`config.mk`:
```
export PLATFORM = sky130hd
export DESIGN_NAME = frame_parser_xor_checksum_top
export DESIGN_NICKNAME = d
export VERILOG_FILES = /design/src/hdl/fpx_pkg.sv /design/src/hdl/fpx_in_stage.sv /design/src/hdl/fpx_core.sv /design/src/hdl/fpx_out_stage.sv /design/src/hdl/frame_parser_xor_checksum_top.sv
export SDC_FILE = /design/constraint.sdc
export NUM_CORES = 1
export LEC_CHECK = 0
export ABC_AREA = 1
export BUFFER_PORTS_ARGS = -buffer_cell sky130_fd_sc_hd__buf_2
export CAP_MARGIN = 20
export CORE_MARGIN = 8
export CORE_UTILIZATION = 45
export DETAILED_ROUTE_END_ITERATION = 10
export GPL_TIMING_DRIVEN = 0
export PLACE_DENSITY_LB_ADDON = 0.12
export SLEW_MARGIN = 20
export SYNTH_ARGS = -nofsm -noshare
export SYNTH_HDL_FRONTEND = slang
export SYNTH_SLANG_ARGS = --single-unit
```
`constraint.sdc`:
```
create_clock -name aclk -period 2.56 [get_ports aclk]
set_input_delay 0.512 -clock aclk [delete_from_list [all_inputs] [get_ports aclk]]
set_output_delay 0.512 -clock aclk [all_outputs]
set_load 0.01 [all_outputs]
```
`src/hdl/fpx_pkg.sv`:
```
// Shared types and constants for the frame parser with XOR check byte.
// Used by every module of the block; depends on nothing else.
package fpx_pkg;

    // Frame layout and limits.
    localparam int MAX_BODY       = 512;
    localparam int ID_LENGTH      = 20;
    localparam logic [7:0] PREFIX_A = 8'h53;
    localparam logic [7:0] PREFIX_B = 8'h4C;

    // Header positions: first byte in the check, and the two length bytes.
    localparam int CSUM_START     = ID_LENGTH + 3;
    localparam int LEN_HI_POS     = ID_LENGTH + 5;
    localparam int LEN_LO_POS     = ID_LENGTH + 6;
    localparam int FRAME_OVERHEAD = ID_LENGTH + 8;

    // Widths.
    localparam int POS_W      = $clog2(LEN_LO_POS + 1);
    localparam int BODY_CNT_W = $clog2(MAX_BODY);
    localparam int LEN_W      = 16;
    localparam int IDX_W      = 9;
    localparam int BLEN_W     = 9;
    localparam int PLEN_W     = 10;

    // Result status codes.
    typedef enum logic [2:0] {
        ST_PENDING    = 3'd0,
        ST_OK         = 3'd1,
        ST_INVALID    = 3'd2,
        ST_OVERFLOW   = 3'd3,
        ST_INCOMPLETE = 3'd4
    } status_t;

    // Parser phase, one-hot.
    typedef enum logic [6:0] {
        PH_IDLE = 7'b0000001,
        PH_PRE0 = 7'b0000010,
        PH_PRE1 = 7'b0000100,
        PH_CMD  = 7'b0001000,
        PH_HDR  = 7'b0010000,
        PH_BODY = 7'b0100000,
        PH_CSUM = 7'b1000000
    } phase_t;

    // One input item.
    typedef struct packed {
        logic       first_byte;
        logic [7:0] byte_value;
        logic       last_byte;
    } in_item_t;

    // One result item.
    typedef struct packed {
        status_t             status;
        logic                data_valid;
        logic [7:0]          data_byte;
        logic [IDX_W-1:0]    data_index;
        logic [7:0]          frame_cmd;
        logic [BLEN_W-1:0]   body_length;
        logic [PLEN_W-1:0]   parse_length;
    } result_t;

endpackage

```
`src/hdl/fpx_in_stage.sv`:
```
// Input register of the frame parser: holds one accepted item.
// Depends on fpx_pkg.
module fpx_in_stage (
    input  logic              aclk,
    input  logic              aresetn,
    input  logic              s_valid,
    output logic              s_ready,
    input  fpx_pkg::in_item_t s_item,
    output logic              item_valid,
    output fpx_pkg::in_item_t item,
    input  logic              item_take
);
    import fpx_pkg::*;

    logic     valid_reg;
    logic     valid_next;
    in_item_t item_reg;

    // The stage takes a new item whenever it is empty or its item moves on.
    assign s_ready    = !valid_reg || item_take;
    assign valid_next = (s_valid && s_ready) ? 1'b1 : (item_take ? 1'b0 : valid_reg);

    always_ff @(posedge aclk) begin
        if (!aresetn) begin
            valid_reg <= 1'b0;
        end else begin
            valid_reg <= valid_next;
        end
    end

    // Payload needs no reset.
    always_ff @(posedge aclk) begin
        if (s_valid && s_ready) begin
            item_reg <= s_item;
        end
    end

    assign item_valid = valid_reg;
    assign item       = item_reg;

endmodule

```
`src/hdl/fpx_core.sv`:
```
// Parser state and the per-byte step logic of the frame parser.
// Depends on fpx_pkg.
module fpx_core (
    input  logic              aclk,
    input  logic              aresetn,
    input  logic              step,
    input  fpx_pkg::in_item_t item,
    output fpx_pkg::result_t  result
);
    import fpx_pkg::*;

    phase_t                phase_reg,   phase_next;
    logic [POS_W-1:0]      pos_reg,     pos_next;
    logic [7:0]            cmd_reg,     cmd_next;
    logic [LEN_W-1:0]      len_reg,     len_next;
    logic [BODY_CNT_W-1:0] cnt_reg,     cnt_next;
    logic [7:0]            xor_reg,     xor_next;

    phase_t                phase_cur;
    logic [POS_W-1:0]      pos_cur;
    logic [LEN_W-1:0]      len_cur;
    logic [BODY_CNT_W-1:0] cnt_cur;
    logic [7:0]            xor_cur;
    logic [7:0]            cmd_cur;
    logic [LEN_W-1:0]      len_full;
    logic [BODY_CNT_W:0]   cnt_inc;
    logic [31:0]           idx_wide;
    logic [31:0]           plen_wide;
    logic                  active;
    logic                  verdict;
    status_t               status;
    logic                  dvalid;
    logic [7:0]            dbyte;
    logic [IDX_W-1:0]      dindex;
    logic [PLEN_W-1:0]     plen;
    logic [7:0]            b;

    assign b        = item.byte_value;
    assign len_full = {len_reg[LEN_W-1:8], b};
    assign cnt_inc  = {1'b0, cnt_reg} + 1'b1;
    assign idx_wide = 32'(cnt_reg);
    assign plen_wide = 32'(FRAME_OVERHEAD) + 32'(len_reg);

    // One byte of the parse: restart, phase step, position count and verdict.
    always_comb begin
        phase_cur = phase_reg;
        pos_cur   = pos_reg;
        cmd_cur   = cmd_reg;
        len_cur   = len_reg;
        cnt_cur   = cnt_reg;
        xor_cur   = xor_reg;
        status    = ST_PENDING;
        dvalid    = 1'b0;
        dbyte     = 8'd0;
        dindex    = '0;
        plen      = '0;
        verdict   = 1'b0;

        // A first byte restarts the frame and clears all captured values.
        if (item.first_byte) begin
            phase_cur = PH_PRE0;
            pos_cur   = '0;
            cmd_cur   = 8'd0;
            len_cur   = '0;
            cnt_cur   = '0;
            xor_cur   = 8'd0;
        end
        active     = (phase_cur != PH_IDLE);
        phase_next = phase_cur;
        pos_next   = pos_cur;
        cmd_next   = cmd_cur;
        len_next   = len_cur;
        cnt_next   = cnt_cur;
        xor_next   = xor_cur;

        unique case (phase_cur)
            PH_PRE0: begin
                if (b == PREFIX_A) begin
                    phase_next = PH_PRE1;
                end else begin
                    status  = ST_INVALID;
                    verdict = 1'b1;
                end
            end
            PH_PRE1: begin
                if (b == PREFIX_B) begin
                    phase_next = PH_CMD;
                end else begin
                    status  = ST_INVALID;
                    verdict = 1'b1;
                end
            end
            PH_CMD: begin
                cmd_next   = b;
                phase_next = PH_HDR;
            end
            PH_HDR: begin
                if (32'(pos_cur) >= 32'(CSUM_START)) begin
                    xor_next = xor_cur ^ b;
                end
                if (32'(pos_cur) == 32'(LEN_HI_POS)) begin
                    len_next = {b, 8'd0};
                end else if (32'(pos_cur) == 32'(LEN_LO_POS)) begin
                    len_next = len_full;
                    if (32'(len_full) >= 32'(MAX_BODY)) begin
                        status  = ST_OVERFLOW;
                        verdict = 1'b1;
                    end else if (len_full == '0) begin
                        phase_next = PH_CSUM;
                    end else begin
                        phase_next = PH_BODY;
                    end
                end
            end
            PH_BODY: begin
                xor_next = xor_cur ^ b;
                dvalid   = 1'b1;
                dbyte    = b;
                dindex   = idx_wide[IDX_W-1:0];
                cnt_next = cnt_inc[BODY_CNT_W-1:0];
                if (32'(cnt_inc) >= 32'(len_cur)) begin
                    phase_next = PH_CSUM;
                end
            end
            PH_CSUM: begin
                verdict = 1'b1;
                if (xor_cur == b) begin
                    status = ST_OK;
                    plen   = plen_wide[PLEN_W-1:0];
                end else begin
                    status = ST_INVALID;
                end
            end
            default: begin
            end
        endcase

        // Position only matters up to the low length byte, so it saturates there.
        if (active && (32'(pos_cur) < 32'(LEN_LO_POS))) begin
            pos_next = pos_cur + 1'b1;
        end

        if (verdict) begin
            phase_next = PH_IDLE;
        end else if (active && item.last_byte) begin
            status     = ST_INCOMPLETE;
            phase_next = PH_IDLE;
        end
    end

    // Result fields for this item.
    always_comb begin
        result.status       = status;
        result.data_valid   = dvalid;
        result.data_byte    = dbyte;
        result.data_index   = dindex;
        result.frame_cmd    = cmd_next;
        result.body_length  = len_next[BLEN_W-1:0];
        result.parse_length = plen;
    end

    // Parser state, updated once per item that moves to the result register.
    always_ff @(posedge aclk) begin
        if (!aresetn) begin
            phase_reg <= PH_IDLE;
            pos_reg   <= '0;
            cmd_reg   <= 8'd0;
            len_reg   <= '0;
            cnt_reg   <= '0;
            xor_reg   <= 8'd0;
        end else if (step) begin
            phase_reg <= phase_next;
            pos_reg   <= pos_next;
            cmd_reg   <= cmd_next;
            len_reg   <= len_next;
            cnt_reg   <= cnt_next;
            xor_reg   <= xor_next;
        end
    end

endmodule

```
`src/hdl/fpx_out_stage.sv`:
```
// Result register of the frame parser: holds one finished result item.
// Depends on fpx_pkg.
module fpx_out_stage (
    input  logic             aclk,
    input  logic             aresetn,
    input  logic             res_valid,
    output logic             res_ready,
    input  fpx_pkg::result_t res_in,
    output logic             m_valid,
    input  logic             m_ready,
    output fpx_pkg::result_t res_out
);
    import fpx_pkg::*;

    logic    valid_reg;
    logic    valid_next;
    result_t res_reg;

    // A new result loads when the register is empty or being emptied.
    assign res_ready  = !valid_reg || m_ready;
    assign valid_next = (res_valid && res_ready) ? 1'b1 : (m_ready ? 1'b0 : valid_reg);

    always_ff @(posedge aclk) begin
        if (!aresetn) begin
            valid_reg <= 1'b0;
        end else begin
            valid_reg <= valid_next;
        end
    end

    always_ff @(posedge aclk) begin
        if (res_valid && res_ready) begin
            res_reg <= res_in;
        end
    end

    assign m_valid = valid_reg;
    assign res_out = res_reg;

endmodule

```
`src/hdl/frame_parser_xor_checksum_top.sv`:
```
// Byte-serial parser for a length-prefixed frame with an XOR check byte.
// Throughput: one item per cycle while m_ready is high; the input register,
// the one-step parse logic and the result register form a two-stage pipeline.
// Reset (synchronous, active low) empties both stages and returns the
// parser to idle with all captured values cleared.
module frame_parser_xor_checksum_top (
    input  logic                          aclk,
    input  logic                          aresetn,
    input  logic                          s_valid,
    output logic                          s_ready,
    input  logic                          s_first_byte,
    input  logic [7:0]                    s_byte_value,
    input  logic                          s_last_byte,
    output logic                          m_valid,
    input  logic                          m_ready,
    output logic [2:0]                    m_status,
    output logic                          m_data_valid,
    output logic [7:0]                    m_data_byte,
    output logic [fpx_pkg::IDX_W-1:0]     m_data_index,
    output logic [7:0]                    m_frame_cmd,
    output logic [fpx_pkg::BLEN_W-1:0]    m_body_length,
    output logic [fpx_pkg::PLEN_W-1:0]    m_parse_length
);
    import fpx_pkg::*;

    in_item_t s_item;
    in_item_t item;
    logic     item_valid;
    logic     res_ready;
    logic     step;
    result_t  res_core;
    result_t  res_out;

    assign s_item.first_byte = s_first_byte;
    assign s_item.byte_value = s_byte_value;
    assign s_item.last_byte  = s_last_byte;

    // An item is parsed as it moves from the input register to the result register.
    assign step = item_valid && res_ready;

    fpx_in_stage u_in (
        .aclk       (aclk),
        .aresetn    (aresetn),
        .s_valid    (s_valid),
        .s_ready    (s_ready),
        .s_item     (s_item),
        .item_valid (item_valid),
        .item       (item),
        .item_take  (step)
    );

    fpx_core u_core (
        .aclk    (aclk),
        .aresetn (aresetn),
        .step    (step),
        .item    (item),
        .result  (res_core)
    );

    fpx_out_stage u_out (
        .aclk      (aclk),
        .aresetn   (aresetn),
        .res_valid (item_valid),
        .res_ready (res_ready),
        .res_in    (res_core),
        .m_valid   (m_valid),
        .m_ready   (m_ready),
        .res_out   (res_out)
    );

    assign m_status       = res_out.status;
    assign m_data_valid   = res_out.data_valid;
    assign m_data_byte    = res_out.data_byte;
    assign m_data_index   = res_out.data_index;
    assign m_frame_cmd    = res_out.frame_cmd;
    assign m_body_length  = res_out.body_length;
    assign m_parse_length = res_out.parse_length;

`ifndef ASSERT_OFF
    // An empty result register never holds back the input.
    a_ready_when_empty: assert property (@(posedge aclk) disable iff (!aresetn)
        !m_valid |-> s_ready)
        else $error("input stalled with an empty result register");

    // A body byte never carries a final verdict other than an early end.
    a_body_status: assert property (@(posedge aclk) disable iff (!aresetn)
        (m_valid && m_data_valid) |->
            (m_status == ST_PENDING || m_status == ST_INCOMPLETE))
        else $error("body item with a verdict status");

    // A parse length is reported only with an ok verdict.
    a_plen_only_ok: assert property (@(posedge aclk) disable iff (!aresetn)
        (m_valid && m_parse_length != '0) |-> (m_status == ST_OK))
        else $error("parse length without an ok status");

    // An ok verdict reports the header and check byte size plus the captured body length.
    a_plen_value: assert property (@(posedge aclk) disable iff (!aresetn)
        (m_valid && m_status == ST_OK) |->
            (m_parse_length == PLEN_W'(FRAME_OVERHEAD) + PLEN_W'(m_body_length)))
        else $error("parse length does not match the body length");
`endif

endmodule
```
Yosys cells after proc, flatten, opt, wreduce, memory -nomap -nowiden
Index checks and enable logic that the tools add are counted.
{"block": "classes", "bitwise": 1, "n_shift": 0, "eq_ne": 13, "n_div": 0, "n_mux": 44, "multipliers": 0, "n_reduce_logical": 15, "n_addsub": 3, "n_lt_le_gt_ge": 4}
{"op": "two-way mux 7 bit", "n": 10}
{"op": "two-way mux 16 bit", "n": 4}
{"op": "one-hot mux 7 bit (5 select lines)", "n": 1}
{"op": "two-way mux 8 bit", "n": 4}
{"op": "two-way mux 9 bit", "n": 2}
{"op": "equality test 8 x 7 -> 1 bit, second input constant", "n": 2}
{"op": ">= comparator 10 x 16 -> 1 bit", "n": 1}
{"op": ">= comparator 16 x 10 -> 1 bit, second input constant", "n": 1}
{"op": "logical NOT 16 bit", "n": 1}
{"op": "one-hot mux 8 bit (2 select lines)", "n": 1}
{"op": "two-way mux 3 bit", "n": 4}
{"op": "one-hot mux 3 bit (4 select lines)", "n": 1}
{"op": "adder 5 x 10 -> 10 bit, first input constant", "n": 1}
{"op": "adder 9 x 1 -> 10 bit, second input constant", "n": 1}
{"op": "equality test 5 bit, second input constant", "n": 2}
{"op": "two-way mux 1 bit", "n": 10}
{"op": "two-way mux 5 bit", "n": 2}
{"op": "equality test 8 bit", "n": 1}
{"op": "two-way mux 2 bit", "n": 4}
{"op": "XOR 8 bit", "n": 1}
{"op": "equality test 7 x 2 -> 1 bit, second input constant", "n": 1}
{"op": "equality test 7 x 3 -> 1 bit, second input constant", "n": 1}
{"op": "equality test 7 x 4 -> 1 bit, second input constant", "n": 1}
{"op": "equality test 7 x 5 -> 1 bit, second input constant", "n": 1}
{"op": "other kinds (13)", "n": 22}
{"block": "totals", "elab_cells": 99, "ram_bits": 0, "memories": 0, "latchBits": 0, "ff_bits": 113, "input_bits": 14, "mem_bits_ro": 0}

Depth between registers and ports, before layout
{"block": "depth", "word_depth": 8, "mapped_depth": 22, "ltp_nobuf": 22}

By module
From an unflattened synthesis, not the netlist that was laid out.
{"block": "unflattened", "hier_cells": 681, "area_unflattened_um2": 5652.9}
{"mod": "fpx_core", "instances": 1, "seq_area_each_um2": 1061.0, "area_each_um2": 3801.1, "cells_each": 607}
{"mod": "fpx_out_stage", "instances": 1, "seq_area_each_um2": 1461.4, "area_each_um2": 1492.7, "cells_each": 55}
{"mod": "fpx_in_stage", "instances": 1, "seq_area_each_um2": 320.3, "area_each_um2": 351.6, "cells_each": 17}
{"mod": "frame_parser_xor_checksum_top", "instances": 1, "seq_area_each_um2": 0.0, "area_each_um2": 7.5, "cells_each": 2}

Worst setup path after synthesis
No wires, ideal clock.
{"block": "synth_path", "path_kind": "input port to flip-flop", "from": "input m_ready", "to": "register u_core.xor_reg[5]", "setup_ns": 0.071, "arrival_time_ns": 2.151, "path_slack_ns": 0.338, "path_stages": 8, "required_ns": 2.489, "path_buffers": 2, "path_cell_list": "inv_1 > nand2_1 > nand2_1 > inv_1 > clkbuf_1 > buf_2 > o211ai_1 > a21oi_1"}
{"block": "synth_between", "elab_chain_len": 2}
{"item": "start: declaration", "line": "frame_parser_xor_checksum_top.sv:15", "text": "input logic m_ready,"}
{"item": "logical OR 1 bit", "line": "fpx_out_stage.sv:20", "text": "assign res_ready = !valid_reg || m_ready;"}
{"item": "logical AND 1 bit", "line": "frame_parser_xor_checksum_top.sv:39", "text": "assign step = item_valid && res_ready;"}
{"item": "via step", "line": "frame_parser_xor_checksum_top.sv:30", "text": "logic step;"}
{"item": "end signal: assignment", "line": "fpx_core.sv:177", "text": "xor_reg <= xor_next;"}
{"item": "end: declaration", "line": "fpx_core.sv:17", "text": "logic [7:0] xor_reg, xor_next;"}
The timed path passes the listed nets, and every way through them passes these cells.
A chain may end at the register's enable or synchronous reset.

Worst setup path after layout
{"block": "layout_path", "from": "register u_in.item_reg, in the netlist u_in.item[9]", "to": "register u_core.phase_reg[1]"}
{"block": "layout_between", "elab_chain_len": 7}
{"item": "start: declaration", "line": "fpx_in_stage.sv:17", "text": "in_item_t item_reg;"}
{"item": "start signal: assignment", "line": "fpx_in_stage.sv:34", "text": "item_reg <= s_item;"}
{"item": "branches (longest 6 deep; another with >= comparator 10 x 16 -> 1 bit)"}
{"item": "two-way mux 7 bit *", "line": "fpx_core.sv:143", "text": "if (verdict) begin"}
{"item": "end signal: assignment", "line": "fpx_core.sv:172", "text": "phase_reg <= phase_next;"}
{"item": "end: declaration", "line": "fpx_core.sv:12", "text": "phase_t phase_reg, phase_next;"}
Every way passes the cells marked *.

==> flow_summary_export.csv <==
group,metric,value,unit
outcome,outcome,"complete, no violations",
pwr,p_leak,0.003024,µW
place,dp_hpwl,11240,µm
cells_and_area,nNetsFinal,818,
drt,ant_nets,0,
global_routing,grt_overflow,0,
critical_path,critical-path-slowest-cell,"edfxtp_1",
timing,fmax,429.6,MHz
yosys,synth_edf_count,58,
yosys,synthArstFlopShare,0,%
critical_path,cp.arrival,2600,ps
critical_path,crit_fanout,8,
die,io_pins,64,
die,core,0.01257,mm²
critical_path,crit_top_cell,"nor2_1",
yosys,avgSynthCellArea,8.170,µm²
pwr,total_power,4848,µW
critical_path,crit_path_cell_trace,"buf_6 > nor2_1 > inv_1 > ha_1 > inv_1 > nor2_1 > nand2_1 > nand3_1 > nor2_1 > nor2_2 > nand4_1 > nor2_1 > nor2_1 > nor2_1",
pwr,power.share.combinational,8.0,%
drt,drc,0,
cells_and_area,largest_reg_flops,48,
critical_path,endpoint_kind,"register",
worst_hold_path,min_to,"u_in.item[1]$_DFFE_PP_",
timing,slew_headroom,49.19,%
pwr,clock_power_share,50.1,%
drt,vias,4965,
clock_network,clk_path_buf_depth,2,
pwr,ir_worst_vdd,307.4,µV
clock_network,path_clk_slew,50,ps
worst_hold_path,hp-start,"s_byte_value[0]",
place,place.gp.congestion,0.8855,
place,portBuffers,63,
global_routing,grt_pass1_wl,24320,µm
critical_path,timing.rr.end,"u_core.phase_reg[1]$_SDFFE_PN0P_",
yosys,synth-main-ff-cell,"edfxtp_1",
yosys,synth_cell_type_count,39,
yosys,syn_inst,708,
cells_and_area,area_growth,20.31,%
place,dp.cells,943,
job,cap_violations,0,
clock_network,cts-hold-fix-buffers,0,
drt,routed_via_density,5.103,
yosys,yosysWarnings,0,
timing,fin_setup_tns,0,ps
clock_network,insertion_delay,420,ps
worst_hold_path,hp-class,"input pin to register",
die,die_w,129.4,µm
pwr,switching_power,1131,µW
drt,first_iter_violations,432,
global_routing,grt_pass1_vias,4584,
clock_network,cts_tree,"built",
yosys,syn_nets,737,
die,die_area,0.01674,mm²
worst_hold_path,hold-path-cell-count,1,
critical_path,timing.rr.start,"u_in.item[9]$_DFFE_PP_",
global_routing,grt_most_used_layer,"met2",
critical_path,cp-start-kind,"register",
global_routing,grt_usage,19.14,%
timing,setup_viol,0,
critical_path,critical_path_class,"register to register",
drt,routed_wl,15310,µm
timing,fin_crit_sh,90.93,%
clock_network,root_buffer,"clkbuf_16",
cells_and_area,drive_above_1_share,19.73,%
pwr,internal_power,3717,µW
critical_path,cp_slowest_stage_delay,370,ps
pwr,power_density,696.6,mW/mm²
global_routing,grtUsageMet1,25.23,%
critical_path,reg2reg_slack,230,ps
global_routing,use_met3,5.177,%
pwr,power.switching_fraction,23.33,%
yosys,syn_area,0.005784,mm²
timing,tightest_slew,762.2,ps
global_routing,grt_use_met2,29.81,%
die,core.rowCount,41,
critical_path,rr_worst_depth,14,
global_routing,grt_max_degree,58,
yosys,yosys_register_bits,113,
clock_network,htree_levels,4,
cells_and_area,fillers,1142,
clock_network,cts_sinks,113,
pwr,p_seq_share,41.9,%
timing,hold_violations,0,
timing,maxSlewViolCount,0,
drt,drt-wirelength-per-cell,15.73,µm
timing,period_minus_slack,2328,ps
die,chipHeight,129.4,µm
critical_path,required,2830,ps
timing,hold_ws,265.6,ps
drt,firstDrtPassIters,5,
cells_and_area,diodes,0,
yosys,yosysSeqAreaShare,49.15,%
cells_and_area,instances_no_fill,973,
clock_network,numCtsBuffers,17,
global_routing,antenna_found_initial,0,
die,floorplan.initialDensity,46.02,%
timing,finClkSkew,9.526,ps
## timing repair
item | 4_1_cts | 5_1_grt
pin swaps | 0 | 2
setup endpoints to repair | 1 | 2
resized for setup | 1 | 17
setup buffers | 0 | 1
## synth_stat cells, types with 5 or more instances
| library cell | count | area (µm²) |
|---|---|---|
| nand2_1 | 145 | 544.3 |
| inv_1 | 88 | 330.3 |
| nor2_1 | 81 | 304.0 |
| edfxtp_1 | 58 | 1742 |
| dfxtp_1 | 55 | 1101 |
| a21oi_1 | 48 | 240.2 |
| nand3_1 | 45 | 225.2 |
| o21ai_0 | 33 | 165.2 |
| o21ai_1 | 24 | 120.1 |
| xor2_1 | 16 | 140.1 |
| ha_1 | 15 | 187.7 |
| clkbuf_1 | 12 | 45.04 |
| nor2_2 | 12 | 75.07 |
| nand4_1 | 8 | 50.05 |
| inv_2 | 7 | 26.28 |
| nor3_1 | 6 | 30.03 |
| o211ai_1 | 6 | 45.04 |
| buf_6 | 5 | 56.30 |
| nand2_2 | 5 | 31.28 |
## cell families (layout without fill, tap and decap cells)
group	Yosys count	after routing	synth area share, %
compound gates	124	124	11.62
xor+xnor	16	16	2.423
fa+ha+maj	15	15	3.245
buf+inv	123	216	9.236
flops	113	113	49.15
simple gates	317	317	24.33
## power by group through the flow
stage                     combinational (µW)  sequential (µW)  clock (µW)
after floorplan                          233             2080           0
after global placement                   381             2070           0
after detailed placement                 388             2070           0
after CTS                                389             2030        2460
after global routing                     434             2040        2550
final                                    389             2030        2430
## worst max path at each step
stage	start	to	slack [ps]	depth (start not counted)
floorplan	m_ready	u_core.xor_reg[5]$_SDFFE_PN0P_	340	8
global placement	m_ready	u_core.xor_reg[5]$_SDFFE_PN0P_	-360	9
detailed placement	u_in.item[9]$_DFFE_PP_	u_core.phase_reg[5]$_SDFFE_PN0P_	-10	15
CTS	u_core.cnt_reg[0]$_SDFFE_PN0P_	u_core.phase_reg[5]$_SDFFE_PN0P_	100	20
global route	u_core.cnt_reg[1]$_SDFFE_PN0P_	u_core.phase_reg[5]$_SDFFE_PN0P_	-10	21
finish	u_in.item[9]$_DFFE_PP_	u_core.phase_reg[1]$_SDFFE_PN0P_	230	14
## worst max-delay path, delay by kind of cell (launching register included)
family | cells | cell delay [ps]
adders and majority gates | 1 | 210
buffers and inverters | 3 | 410
and+or+nand+nor | 10 | 1180
DFF | 1 | 370
## area by class of cell
type | count | area [µm²] | area share [%]
sequential | 113 | 2851 | 40.97
multi-input combinational | 472 | 2445 | 35.13
clock buffer | 19 | 432.9 | 6.221
inverter | 98 | 375.4 | 5.394
timing repair buffer | 64 | 322.8 | 4.639
tap | 172 | 215.2 | 3.092
clock inverter | 12 | 167.7 | 2.409
buffer | 23 | 148.9 | 2.140
## per-stage QoR
step / util, % / area [µm²] / setup WS (ps)
2_1_floorplan: - / 5784 / 338.5
3_3_place_gp: 50.24 / 6315 / -363.9
3_5_place_dp: 50.26 / 6317 / -13.39
4_1_cts: 55.01 / 6914 / 95.58
5_1_grt: 55.37 / 6959 / -9.864
6_report: 55.37 / 6959 / 232.1
## cell usage in the layout, fill, tap and decap left out, types with 24 or more instances in the layout
cell type,instances
a21oi_1,48
buf_2,65
dfxtp_1,52
edfxtp_1,58
inv_1,88
nand2_1,143
nand3_1,43
nor2_1,79
o21ai_0,33
o21ai_1,24
## per-layer routing
| metal | vias up | wire [µm] |
|---|---|---|
| met5 | - | 0 |
| met4 | 0 | 166 |
| met3 | 14 | 1013 |
| met2 | 167 | 7146 |
| met1 | 2301 | 6979 |
| li1 | 2483 | - |
(Power assumes the default switching activity.)
